### config.mk
export PLATFORM = sky130hd
export DESIGN_NAME = snp_site_qualifier
export DESIGN_NICKNAME = d
export VERILOG_FILES = /design/src/sv/snpsq_pkg.sv /design/src/sv/snpsq_front.sv /design/src/sv/snpsq_queue.sv /design/src/sv/snpsq_back.sv /design/src/sv/snp_site_qualifier.sv
export SDC_FILE = /design/constraint.sdc
export NUM_CORES = 2
export LEC_CHECK = 0
export ABC_CLOCK_PERIOD_IN_PS = 9410
export BUFFER_PORTS_ARGS = -buffer_cell sky130_fd_sc_hd__buf_2
export CAP_MARGIN = 25
export CELL_PAD_IN_SITES_DETAIL_PLACEMENT = 1
export CELL_PAD_IN_SITES_GLOBAL_PLACEMENT = 2
export CORE_ASPECT_RATIO = 1.4
export CORE_MARGIN = 2
export CORE_UTILIZATION = 35
export DETAILED_ROUTE_END_ITERATION = 8
export HOLD_SLACK_MARGIN = 0.06
export PLACE_DENSITY = 0.72
export SETUP_SLACK_MARGIN = 0.5
export SKIP_CTS_REPAIR_TIMING = 1
export SLEW_MARGIN = 20
export SYNTH_ARGS = -nofsm -noshare
export SYNTH_HDL_FRONTEND = slang
export SYNTH_SLANG_ARGS = --single-unit
### constraint.sdc
create_clock -name clock -period 9.41 [get_ports clock]
set_clock_uncertainty 0.2 [all_clocks]
set_input_delay 1.882 -clock clock [delete_from_list [all_inputs] [get_ports clock]]
set_output_delay 1.882 -clock clock [all_outputs]
set_load 0.02 [all_outputs]
### src/sv/snpsq_pkg.sv
// Shared types, widths and register codes of the SNP site qualifier.
package snpsq_pkg;

   localparam int IN_CNT_W   = 24;
   localparam int IN_DEP_W   = IN_CNT_W + 2;
   localparam int REF_W      = 3;
   localparam int SUM_W      = 34;
   localparam int FREQ_W     = 17;
   localparam int MIN_ALT_W  = 24;
   localparam int MIN_DEP_W  = 26;
   localparam int BASES      = 4;
   localparam int ALT_SLOTS  = 3;
   localparam int BASE_W     = 2;
   localparam int Q16_SHIFT  = 16;

   localparam int COUNT_BITS_DEFAULT  = 24;
   localparam int QUEUE_DEPTH_DEFAULT = 4;

   // Configuration register indexes.
   localparam int CSR_IDX_W  = 3;
   localparam int CSR_DATA_W = 34;
   localparam logic [CSR_IDX_W-1:0] CSR_MAJOR_FREQ       = 3'd0;
   localparam logic [CSR_IDX_W-1:0] CSR_MINOR_FREQ       = 3'd1;
   localparam logic [CSR_IDX_W-1:0] CSR_MIN_POP_DEPTH    = 3'd2;
   localparam logic [CSR_IDX_W-1:0] CSR_MIN_POP_ALT      = 3'd3;
   localparam logic [CSR_IDX_W-1:0] CSR_MIN_SAMPLE_ALT   = 3'd4;
   localparam logic [CSR_IDX_W-1:0] CSR_MIN_SAMPLE_DEPTH = 3'd5;

   localparam logic [FREQ_W-1:0] MAJOR_FREQ_RESET = 17'd52429;
   localparam logic [FREQ_W-1:0] MINOR_FREQ_RESET = 17'd6554;

   typedef struct packed {
      logic [IN_CNT_W-1:0] count_a;
      logic [IN_CNT_W-1:0] count_c;
      logic [IN_CNT_W-1:0] count_g;
      logic [IN_CNT_W-1:0] count_t;
      logic [REF_W-1:0]    ref_base;
      logic                last_sample;
   } req_type;

   typedef struct packed {
      logic              site_kept;
      logic              major_variant;
      logic [BASE_W-1:0] alt_count;
      logic [BASE_W-1:0] alt_first;
      logic [BASE_W-1:0] alt_second;
      logic [BASE_W-1:0] alt_third;
      logic [SUM_W-1:0]  total_depth;
   } rsp_type;

   typedef struct packed {
      logic [FREQ_W-1:0]    major_freq_q16;
      logic [FREQ_W-1:0]    minor_freq_q16;
      logic [SUM_W-1:0]     min_population_depth;
      logic [SUM_W-1:0]     min_population_alt;
      logic [MIN_ALT_W-1:0] min_sample_alt;
      logic [MIN_DEP_W-1:0] min_sample_depth;
   } cfg_type;

   // One classified sample, handed from the front end to the accumulator.
   typedef struct packed {
      logic [BASES-1:0][IN_CNT_W-1:0] count;
      logic [IN_DEP_W-1:0]            depth;
      logic [BASES-1:0]               major_alt;
      logic [BASES-1:0]               minor_mark;
      logic [BASES-1:0]               major_mark;
      logic                           last;
   } item_type;

   // Per-position running state.
   typedef struct packed {
      logic [SUM_W-1:0]                  depth_sum;
      logic [BASES-1:0][SUM_W-1:0]       alt_sum;
      logic [ALT_SLOTS-1:0][BASE_W-1:0]  alt_list;
      logic [BASE_W-1:0]                 alt_len;
      logic                              variant;
      logic                              major;
   } site_type;

endpackage

### src/sv/snpsq_front.sv
// Front end: masks the counts, forms the sample depth and runs the fraction tests.
module snpsq_front #(
   parameter int COUNT_BITS = snpsq_pkg::COUNT_BITS_DEFAULT
) (
   input  logic                clock,
   input  logic                reset,
   input  logic                req_valid,
   output logic                req_stall,
   input  snpsq_pkg::req_type  req_data,
   input  snpsq_pkg::cfg_type  cfg,
   output logic                fe_valid,
   input  logic                fe_ready,
   output snpsq_pkg::item_type fe_item
);
   import snpsq_pkg::*;

   localparam int CNT_W = (COUNT_BITS < IN_CNT_W) ? COUNT_BITS : IN_CNT_W;
   localparam int DEP_W = CNT_W + 2;
   localparam int PRD_W = FREQ_W + DEP_W;

   logic [BASES-1:0][CNT_W-1:0] req_cnt;
   logic [DEP_W-1:0]            req_depth;

   logic                        s1_valid_ff, s1_valid_in;
   logic [BASES-1:0][CNT_W-1:0] s1_count_ff;
   logic [DEP_W-1:0]            s1_depth_ff;
   logic [REF_W-1:0]            s1_ref_ff;
   logic                        s1_last_ff;

   logic                        s2_valid_ff, s2_valid_in;
   logic [BASES-1:0][CNT_W-1:0] s2_count_ff;
   logic [DEP_W-1:0]            s2_depth_ff;
   logic [REF_W-1:0]            s2_ref_ff;
   logic                        s2_last_ff;
   logic [PRD_W-1:0]            s2_major_prod_ff, s2_major_prod_in;
   logic [PRD_W-1:0]            s2_minor_prod_ff, s2_minor_prod_in;
   logic                        s2_sample_ok_ff, s2_sample_ok_in;
   logic [BASES-1:0]            s2_cnt_ok_ff, s2_cnt_ok_in;

   logic                        s3_valid_ff, s3_valid_in;
   item_type                    s3_item_ff, s3_item_in;

   logic                        s1_adv, s2_adv, s3_adv;

   assign s3_adv    = !s3_valid_ff || fe_ready;
   assign s2_adv    = !s2_valid_ff || s3_adv;
   assign s1_adv    = !s1_valid_ff || s2_adv;
   assign req_stall = !s1_adv;

   assign s1_valid_in = s1_adv ? req_valid   : s1_valid_ff;
   assign s2_valid_in = s2_adv ? s1_valid_ff : s2_valid_ff;
   assign s3_valid_in = s3_adv ? s2_valid_ff : s3_valid_ff;

   always_comb begin
      req_cnt[0] = req_data.count_a[CNT_W-1:0];
      req_cnt[1] = req_data.count_c[CNT_W-1:0];
      req_cnt[2] = req_data.count_g[CNT_W-1:0];
      req_cnt[3] = req_data.count_t[CNT_W-1:0];
      req_depth  = DEP_W'(req_cnt[0]) + DEP_W'(req_cnt[1])
                 + DEP_W'(req_cnt[2]) + DEP_W'(req_cnt[3]);
   end

   always_comb begin
      s2_major_prod_in = PRD_W'(cfg.major_freq_q16) * PRD_W'(s1_depth_ff);
      s2_minor_prod_in = PRD_W'(cfg.minor_freq_q16) * PRD_W'(s1_depth_ff);
      s2_sample_ok_in  = SUM_W'(s1_depth_ff) > SUM_W'(cfg.min_sample_depth);
      for (int b = 0; b < BASES; b++) begin
         s2_cnt_ok_in[b] = MIN_ALT_W'(s1_count_ff[b]) >= cfg.min_sample_alt;
      end
   end

   // Fraction test count/depth >= thr is done as count * 2^16 >= thr * depth.
   always_comb begin
      logic [PRD_W-1:0] lhs;
      logic             depth_nz;
      logic             alt;
      logic             major;
      logic             minor;
      logic             marks;
      lhs        = '0;
      alt        = 1'b0;
      major      = 1'b0;
      minor      = 1'b0;
      marks      = 1'b0;
      depth_nz   = s2_depth_ff != '0;
      s3_item_in = '0;
      for (int b = 0; b < BASES; b++) begin
         lhs   = PRD_W'(s2_count_ff[b]) << Q16_SHIFT;
         alt   = REF_W'(b) != s2_ref_ff;
         major = depth_nz && (lhs >= s2_major_prod_ff);
         minor = depth_nz && (lhs >= s2_minor_prod_ff);
         marks = alt && s2_sample_ok_ff && s2_cnt_ok_ff[b];
         s3_item_in.count[b]      = IN_CNT_W'(s2_count_ff[b]);
         s3_item_in.major_alt[b]  = major && alt;
         s3_item_in.minor_mark[b] = minor && marks;
         s3_item_in.major_mark[b] = major && marks;
      end
      s3_item_in.depth = IN_DEP_W'(s2_depth_ff);
      s3_item_in.last  = s2_last_ff;
   end

   always_ff @(posedge clock) begin
      if (reset) begin
         s1_valid_ff <= 1'b0;
         s2_valid_ff <= 1'b0;
         s3_valid_ff <= 1'b0;
      end else begin
         s1_valid_ff <= s1_valid_in;
         s2_valid_ff <= s2_valid_in;
         s3_valid_ff <= s3_valid_in;
      end
   end

   always_ff @(posedge clock) begin
      if (s1_adv) begin
         s1_count_ff <= req_cnt;
         s1_depth_ff <= req_depth;
         s1_ref_ff   <= req_data.ref_base;
         s1_last_ff  <= req_data.last_sample;
      end
      if (s2_adv) begin
         s2_count_ff      <= s1_count_ff;
         s2_depth_ff      <= s1_depth_ff;
         s2_ref_ff        <= s1_ref_ff;
         s2_last_ff       <= s1_last_ff;
         s2_major_prod_ff <= s2_major_prod_in;
         s2_minor_prod_ff <= s2_minor_prod_in;
         s2_sample_ok_ff  <= s2_sample_ok_in;
         s2_cnt_ok_ff     <= s2_cnt_ok_in;
      end
      if (s3_adv) begin
         s3_item_ff <= s3_item_in;
      end
   end

   assign fe_valid = s3_valid_ff;
   assign fe_item  = s3_item_ff;

endmodule

### src/sv/snpsq_queue.sv
// Short queue of classified samples between the front end and the accumulator.
module snpsq_queue #(
   parameter int DEPTH = snpsq_pkg::QUEUE_DEPTH_DEFAULT
) (
   input  logic                clock,
   input  logic                reset,
   input  logic                push_valid,
   output logic                push_ready,
   input  snpsq_pkg::item_type push_item,
   output logic                pop_valid,
   input  logic                pop_ready,
   output snpsq_pkg::item_type pop_item
);
   import snpsq_pkg::*;

   localparam int PTR_W = (DEPTH > 1) ? $clog2(DEPTH) : 1;
   localparam int LVL_W = $clog2(DEPTH + 1);

   item_type             entry_ff [DEPTH];
   logic [PTR_W-1:0]     wr_ptr_ff, wr_ptr_in;
   logic [PTR_W-1:0]     rd_ptr_ff, rd_ptr_in;
   logic [LVL_W-1:0]     level_ff, level_in;
   logic                 push, pop;

   assign push_ready = level_ff != LVL_W'(DEPTH);
   assign pop_valid  = level_ff != '0;
   assign push       = push_valid && push_ready;
   assign pop        = pop_valid && pop_ready;
   assign pop_item   = entry_ff[rd_ptr_ff];

   always_comb begin
      wr_ptr_in = wr_ptr_ff;
      rd_ptr_in = rd_ptr_ff;
      level_in  = level_ff;
      if (push) begin
         wr_ptr_in = (wr_ptr_ff == PTR_W'(DEPTH - 1)) ? '0 : wr_ptr_ff + 1'b1;
      end
      if (pop) begin
         rd_ptr_in = (rd_ptr_ff == PTR_W'(DEPTH - 1)) ? '0 : rd_ptr_ff + 1'b1;
      end
      if (push && !pop) begin
         level_in = level_ff + 1'b1;
      end else if (pop && !push) begin
         level_in = level_ff - 1'b1;
      end
   end

   always_ff @(posedge clock) begin
      if (reset) begin
         wr_ptr_ff <= '0;
         rd_ptr_ff <= '0;
         level_ff  <= '0;
      end else begin
         wr_ptr_ff <= wr_ptr_in;
         rd_ptr_ff <= rd_ptr_in;
         level_ff  <= level_in;
      end
   end

   always_ff @(posedge clock) begin
      if (push) begin
         entry_ff[wr_ptr_ff] <= push_item;
      end
   end

endmodule

### src/sv/snpsq_back.sv
// Back end: accumulates per-position sums and alternates, then forms the site verdict.
module snpsq_back (
   input  logic                clock,
   input  logic                reset,
   input  logic                q_valid,
   output logic                q_ready,
   input  snpsq_pkg::item_type q_item,
   input  snpsq_pkg::cfg_type  cfg,
   output logic                rsp_valid,
   input  logic                rsp_stall,
   output snpsq_pkg::rsp_type  rsp_data
);
   import snpsq_pkg::*;

   site_type site_ff, site_in, site_upd;
   site_type fin_ff;
   logic     fin_valid_ff, fin_valid_in;
   logic     rsp_valid_ff, rsp_valid_in;
   rsp_type  rsp_data_ff, rsp_data_in;
   logic     out_ready, fin_ready, pop;

   function automatic logic [SUM_W-1:0] sat_add(logic [SUM_W-1:0] a, logic [SUM_W-1:0] b);
      logic [SUM_W:0] s;
      s = {1'b0, a} + {1'b0, b};
      return s[SUM_W] ? {SUM_W{1'b1}} : s[SUM_W-1:0];
   endfunction

   assign out_ready = !rsp_valid_ff || !rsp_stall;
   assign fin_ready = !fin_valid_ff || out_ready;
   assign q_ready   = fin_ready;
   assign pop       = q_valid && fin_ready;

   // Alternates are appended in base order, so a base listed by an earlier
   // base of the same sample is seen by the later ones.
   always_comb begin
      logic found;
      found    = 1'b0;
      site_upd = site_ff;
      site_upd.depth_sum = sat_add(site_ff.depth_sum, SUM_W'(q_item.depth));
      for (int b = 0; b < BASES; b++) begin
         if (q_item.major_alt[b]) begin
            site_upd.alt_sum[b] = sat_add(site_ff.alt_sum[b], SUM_W'(q_item.count[b]));
         end
         if (q_item.major_mark[b]) begin
            site_upd.major = 1'b1;
         end
         if (q_item.minor_mark[b]) begin
            site_upd.variant = 1'b1;
            found = 1'b0;
            for (int k = 0; k < ALT_SLOTS; k++) begin
               if ((BASE_W'(k) < site_upd.alt_len) && (site_upd.alt_list[k] == BASE_W'(b))) begin
                  found = 1'b1;
               end
            end
            if (!found && (site_upd.alt_len < BASE_W'(ALT_SLOTS))) begin
               site_upd.alt_list[site_upd.alt_len] = BASE_W'(b);
               site_upd.alt_len = site_upd.alt_len + 1'b1;
            end
         end
      end
   end

   always_comb begin
      site_in      = site_ff;
      fin_valid_in = fin_valid_ff;
      if (out_ready) begin
         fin_valid_in = 1'b0;
      end
      if (pop) begin
         if (q_item.last) begin
            site_in      = '0;
            fin_valid_in = 1'b1;
         end else begin
            site_in = site_upd;
         end
      end
   end

   always_comb begin
      logic pop_alt;
      pop_alt = 1'b0;
      for (int b = 0; b < BASES; b++) begin
         if (fin_ff.alt_sum[b] > cfg.min_population_alt) begin
            pop_alt = 1'b1;
         end
      end
      rsp_data_in.site_kept     = (fin_ff.depth_sum >= cfg.min_population_depth)
                                  && pop_alt && fin_ff.variant;
      rsp_data_in.major_variant = fin_ff.major;
      rsp_data_in.alt_count     = fin_ff.alt_len;
      rsp_data_in.alt_first     = fin_ff.alt_list[0];
      rsp_data_in.alt_second    = fin_ff.alt_list[1];
      rsp_data_in.alt_third     = fin_ff.alt_list[2];
      rsp_data_in.total_depth   = fin_ff.depth_sum;
      rsp_valid_in = out_ready ? fin_valid_ff : rsp_valid_ff;
   end

   always_ff @(posedge clock) begin
      if (reset) begin
         site_ff      <= '0;
         fin_valid_ff <= 1'b0;
         rsp_valid_ff <= 1'b0;
      end else begin
         site_ff      <= site_in;
         fin_valid_ff <= fin_valid_in;
         rsp_valid_ff <= rsp_valid_in;
      end
   end

   always_ff @(posedge clock) begin
      if (pop && q_item.last) begin
         fin_ff <= site_upd;
      end
      if (out_ready) begin
         rsp_data_ff <= rsp_data_in;
      end
   end

   assign rsp_valid = rsp_valid_ff;
   assign rsp_data  = rsp_data_ff;

endmodule

### src/sv/snp_site_qualifier.sv
// Throughput: one sample item per cycle while the queue has room; a full queue stalls req_.
// A last-sample item passes through three front-end stages, one queue slot, a verdict
// stage and the output register before its result is valid; while rsp_stall holds,
// the result waits in the output register.
// The queue between front end and accumulator absorbs short output stalls.
// Reset is synchronous: registers return to their reset values and all per-position
// sums and alternate lists clear at once; no sweep is needed before items are taken.
module snp_site_qualifier #(
   parameter int COUNT_BITS  = snpsq_pkg::COUNT_BITS_DEFAULT,
   parameter int QUEUE_DEPTH = snpsq_pkg::QUEUE_DEPTH_DEFAULT
) (
   input  logic                                 clock,
   input  logic                                 reset,
   input  logic                                 req_valid,
   output logic                                 req_stall,
   input  snpsq_pkg::req_type                   req_data,
   output logic                                 rsp_valid,
   input  logic                                 rsp_stall,
   output snpsq_pkg::rsp_type                   rsp_data,
   input  logic                                 csr_valid,
   output logic                                 csr_ready,
   input  logic [snpsq_pkg::CSR_IDX_W-1:0]      csr_index,
   input  logic [snpsq_pkg::CSR_DATA_W-1:0]     csr_wdata
);
   import snpsq_pkg::*;

   cfg_type  cfg_ff, cfg_in;
   logic     fe_valid, q_ready_push;
   item_type fe_item;
   logic     q_valid, q_ready;
   item_type q_item;

   assign csr_ready = 1'b1;

   // Writes to indexes outside the register list are dropped.
   always_comb begin
      cfg_in = cfg_ff;
      if (csr_valid && csr_ready) begin
         unique case (csr_index)
            CSR_MAJOR_FREQ:       cfg_in.major_freq_q16       = FREQ_W'(csr_wdata);
            CSR_MINOR_FREQ:       cfg_in.minor_freq_q16       = FREQ_W'(csr_wdata);
            CSR_MIN_POP_DEPTH:    cfg_in.min_population_depth = SUM_W'(csr_wdata);
            CSR_MIN_POP_ALT:      cfg_in.min_population_alt   = SUM_W'(csr_wdata);
            CSR_MIN_SAMPLE_ALT:   cfg_in.min_sample_alt       = MIN_ALT_W'(csr_wdata);
            CSR_MIN_SAMPLE_DEPTH: cfg_in.min_sample_depth     = MIN_DEP_W'(csr_wdata);
            default:              cfg_in = cfg_ff;
         endcase
      end
   end

   always_ff @(posedge clock) begin
      if (reset) begin
         cfg_ff.major_freq_q16       <= MAJOR_FREQ_RESET;
         cfg_ff.minor_freq_q16       <= MINOR_FREQ_RESET;
         cfg_ff.min_population_depth <= '0;
         cfg_ff.min_population_alt   <= '0;
         cfg_ff.min_sample_alt       <= '0;
         cfg_ff.min_sample_depth     <= '0;
      end else begin
         cfg_ff <= cfg_in;
      end
   end

   snpsq_front #(
      .COUNT_BITS (COUNT_BITS)
   ) u_front (
      .clock     (clock),
      .reset     (reset),
      .req_valid (req_valid),
      .req_stall (req_stall),
      .req_data  (req_data),
      .cfg       (cfg_ff),
      .fe_valid  (fe_valid),
      .fe_ready  (q_ready_push),
      .fe_item   (fe_item)
   );

   snpsq_queue #(
      .DEPTH (QUEUE_DEPTH)
   ) u_queue (
      .clock      (clock),
      .reset      (reset),
      .push_valid (fe_valid),
      .push_ready (q_ready_push),
      .push_item  (fe_item),
      .pop_valid  (q_valid),
      .pop_ready  (q_ready),
      .pop_item   (q_item)
   );

   snpsq_back u_back (
      .clock     (clock),
      .reset     (reset),
      .q_valid   (q_valid),
      .q_ready   (q_ready),
      .q_item    (q_item),
      .cfg       (cfg_ff),
      .rsp_valid (rsp_valid),
      .rsp_stall (rsp_stall),
      .rsp_data  (rsp_data)
   );

   // A kept site always has at least one listed alternate.
   a_kept_has_alt: assert property (@(posedge clock) disable iff (reset)
      rsp_valid && rsp_data.site_kept |-> rsp_data.alt_count != 2'd0)
      else $error("site kept without a listed alternate");

   // With no reads at all, nothing can be marked.
   a_empty_site: assert property (@(posedge clock) disable iff (reset)
      rsp_valid && (rsp_data.total_depth == '0) |->
         !rsp_data.major_variant && (rsp_data.alt_count == 2'd0))
      else $error("marks reported on a site with zero depth");

   // Unused alternate slots read as zero.
   a_unused_slots: assert property (@(posedge clock) disable iff (reset)
      rsp_valid && ((rsp_data.alt_count == 2'd0) || (rsp_data.alt_count == 2'd1)) |->
         (rsp_data.alt_second == 2'd0) && (rsp_data.alt_third == 2'd0))
      else $error("alternate slot beyond count is nonzero");

   // A sample held back by a full queue is not dropped by the front end.
   a_front_holds: assert property (@(posedge clock) disable iff (reset)
      fe_valid && !q_ready_push |=> fe_valid)
      else $error("front end dropped a sample while the queue was full");

endmodule
==> impl_metrics.env <==
export IMPL_status="completed"
export IMPL_path_class="reg -> reg"
export IMPL_max_cap_violations=0
export IMPL_synth_common_cells="1270 x inv_1, 1242 x edfxtp_1, 1120 x nand2_1"
export IMPL_firstDrtPassIters=5
export IMPL_clk_pin_slew_ns=0.07
export IMPL_post_drt_wl_per_cell_um=25.9
export IMPL_yosys_warnings=0
export IMPL_nets=11313
export IMPL_dp_hpwl_mm=275
export IMPL_drtIter0Drc=4319
export IMPL_min_path_type="reg -> reg"
export IMPL_grt_pass1_vias=79579
export IMPL_fillerInstances=32199
export IMPL_r2r_end="u_front.s2_major_prod_ff[42]$_DFFE_PP_"
export IMPL_synth_top_cell_by_area="edfxtp_1"
export IMPL_final_seq_area_um2=44200
export IMPL_fmax_mhz=124
export IMPL_synth_area_leaders="edfxtp_1 36%, fa_1 14%, ha_1 11%"
export IMPL_grt_pass1_wl_mm=522
export IMPL_htreeDepth=4
export IMPL_antenna_found_initial=25
export IMPL_worst_slew_pin_transition_ns=1.04
export IMPL_grt_max_degree=145
export IMPL_holdPathEnd="u_front.fe_item[34]$_DFFE_PP_"
export IMPL_die_h_um=649
export IMPL_initial_core_util_pct=35.2
export IMPL_synth_seq_cells=1588
export IMPL_critPathArrivalTime_ns=8.53
export IMPL_clockBufferDepth=4
export IMPL_area_growth_pct=11.5
export IMPL_wl_mm=352
export IMPL_hold_start="u_front.s2_depth_ff[21]$_DFFE_PP_"
export IMPL_io_pins=189
export IMPL_worstSetupEndpointType="flop"
export IMPL_drive_gt1_share_pct=8.91
export IMPL_async_reset_ff_share_pct=0
export IMPL_gr_total_overflow=0
export IMPL_placed_area_um2=110000
export IMPL_fp_dieW_um=465
export IMPL_ys_seq_area_share_pct=42.5
export IMPL_final_area_um2=116000
export IMPL_clock_sinks=1588
export IMPL_rsz0062_at_grt="no"
export IMPL_cp_max_fo=19
export IMPL_synth_cell_types=84
export IMPL_hold_path_depth=0
export IMPL_vias=71974
export IMPL_grt_usage_pct=23.2
export IMPL_setup_viol=0
export IMPL_root_buffer="clkbuf_16"
export IMPL_critPathLaunchType="flop"
export IMPL_place_gp_congestion=0.897
export IMPL_viasPerCell=5.29
export IMPL_finalCritPeriodShare_pct=86.0
export IMPL_reg2reg_depth=23
export IMPL_route_detailed_drc=0
export IMPL_die_area_um2=301000
export IMPL_cts_tree="built"
export IMPL_required_ns=9.84
export IMPL_coreArea_um2=295000
export IMPL_clk_latency_ns=0.88
export IMPL_setup_tns_ns=0
export IMPL_synth_area_per_cell_um2=11.2
export IMPL_netlist_area_leader_share_pct=35.9
export IMPL_cts_buffers=179
export IMPL_postSynthCellCount=9320
export IMPL_hold_viol=0
export IMPL_r2r_start="u_front.s1_depth_ff[11]$_DFFE_PN_"
export IMPL_synthFlopType="edfxtp_1"
export IMPL_port_buffers=187
export IMPL_rows=236
export IMPL_multi_input_area_um2=53800
export IMPL_min_period_ns=8.09
export IMPL_syn_nets=11122
export IMPL_syn_area_um2=104000
export IMPL_report_final_slew_viol_count=0
export IMPL_reg2reg_slack_ns=1.32
export IMPL_slew_limit_headroom_pct=30.1
export IMPL_ant_nets=0
export IMPL_dp_slack_ns=1.06
export IMPL_yosysMostFrequentCell="inv_1"
export IMPL_setup_slack_ns=1.32
export IMPL_synth_edf_count=1242
==> cell type report <==
class | count | share of cell area [%]
multi-input cells | 6114 | 46.4
inverters | 1270 | 4.12
diodes | 20 | 0.0432
clock buffers | 222 | 4.13
repair buffers | 358 | 1.99
well taps | 3927 | 4.24
clock inverters | 96 | 0.917
flip-flops and latches | 1588 | 38.2
==> how the worst max path moves through the flow <==
stage / startpoint / end / slack [ns]
after floorplan: cfg_ff[128]$_SDFFE_PP0P_ / u_front.s2_minor_prod_ff[41]$_DFFE_PP_ / 2.28
after global placement: req_data[53] / u_front.s1_depth_ff[18]$_DFFE_PN_ / 1.20
after detailed placement: req_data[53] / u_front.s1_depth_ff[18]$_DFFE_PN_ / 1.06
after CTS: u_front.s1_depth_ff[8]$_DFFE_PN_ / u_front.s2_major_prod_ff[42]$_DFFE_PP_ / 1.25
after global routing: u_front.s1_depth_ff[11]$_DFFE_PN_ / u_front.s2_major_prod_ff[42]$_DFFE_PP_ / 0.86
final: u_front.s1_depth_ff[11]$_DFFE_PN_ / u_front.s2_major_prod_ff[42]$_DFFE_PP_ / 1.32
==> routing by layer <==
layer / vias up / share of wire [%] / global-route usage (%)
li1: 32438 / - / -
met1: 37379 / 38 / 26.2
met2: 1479 / 51 / 42.0
met3: 676 / 3.7 / 2.77
met4: 2 / 6.6 / 13.4
met5: - / 0.0037 / 0
==> cell usage in the layout (no fill, tap or decap), types with 32 or more instances in the layout <==
cell type	instances
inv_1	1267
edfxtp_1	1242
nand2_1	1118
ha_1	910
fa_1	750
a21oi_1	560
nor2_1	363
and2_1	361
dfxtp_1	341
a21o_1	276
o21ai_0	236
buf_2	186
clkbuf_16	180
buf_4	161
xnor2_1	150
mux4_2	130
nand4_1	96
nand3_1	88
nor3_1	79
nor2b_1	79
o21a_1	77
xor2_1	67
nand2b_1	56
a31oi_1	56
a22o_1	51
a211oi_1	45
and3_1	45
o211ai_1	32
==> worst max-delay path, cell delays in order (launching register included) <==
cell,delay [ns]
edfxtp_1,0.92
buf_4,0.42
nand2_1,0.12
fa_1,0.54
inv_1,0.06
fa_1,0.53
fa_1,0.47
fa_1,0.55
fa_1,0.57
inv_1,0.07
fa_1,0.53
inv_1,0.04
ha_1,0.37
a2111oi_0,0.49
o21ai_0,0.16
a32o_1,0.22
a31oi_1,0.14
buf_4,0.20
a21oi_1,0.14
o221a_2,0.31
a221o_1,0.36
a21o_1,0.20
a21oi_1,0.16
xnor2_1,0.08
==> registers in the layout, indices dropped and copies added, names as in the netlist, 2 cells and up, named ones only <==
name and cells:
u_queue.entry_ff 540, u_back.fin_ff 180, u_back.site_ff 180, cfg_ff 152, u_front.fe_item 135, u_front.s1_count_ff 96
u_front.s2_count_ff 96, u_back.rsp_data 44, u_front.s2_major_prod_ff 43, u_front.s2_minor_prod_ff 43, u_front.s1_depth_ff 26, u_front.s2_depth_ff 26
u_front.s2_cnt_ok_ff 4, u_front.s1_ref_ff 3, u_front.s2_ref_ff 3, u_queue.level_ff 3, u_queue.rd_ptr_ff 2, u_queue.wr_ptr_ff 2
==> cells by family after synthesis <==
logic type / Yosys count / share of synthesized area, %
adder cells (fa/ha/maj): 1660 / 25.4
other: 1 / 0.00361
AO/OA/AOI/OAI: 1632 / 10.2
flip-flops: 1588 / 42.5
AND/OR/NAND/NOR: 2447 / 11.1
XOR/XNOR: 219 / 1.85
buffers and inverters: 1618 / 5.85
multiplexers: 155 / 3.08
==> per-stage QoR <==
stage / util [%] / hold slack [ns] / instances
2_1_floorplan: - / 0.200 / 9320
6_report: 39.3 / 0.217 / 13595
5_1_grt: 39.3 / 0.221 / 13588
3_5_place_dp: 37.3 / 0.211 / 13255
3_3_place_gp: 37.2 / 0.207 / 13250
4_1_cts: 39.2 / 0.219 / 13573
Power is left out: the tool's default activity adds up to more than one toggle a clock period on the data nets, which glitch-free logic cannot reach.
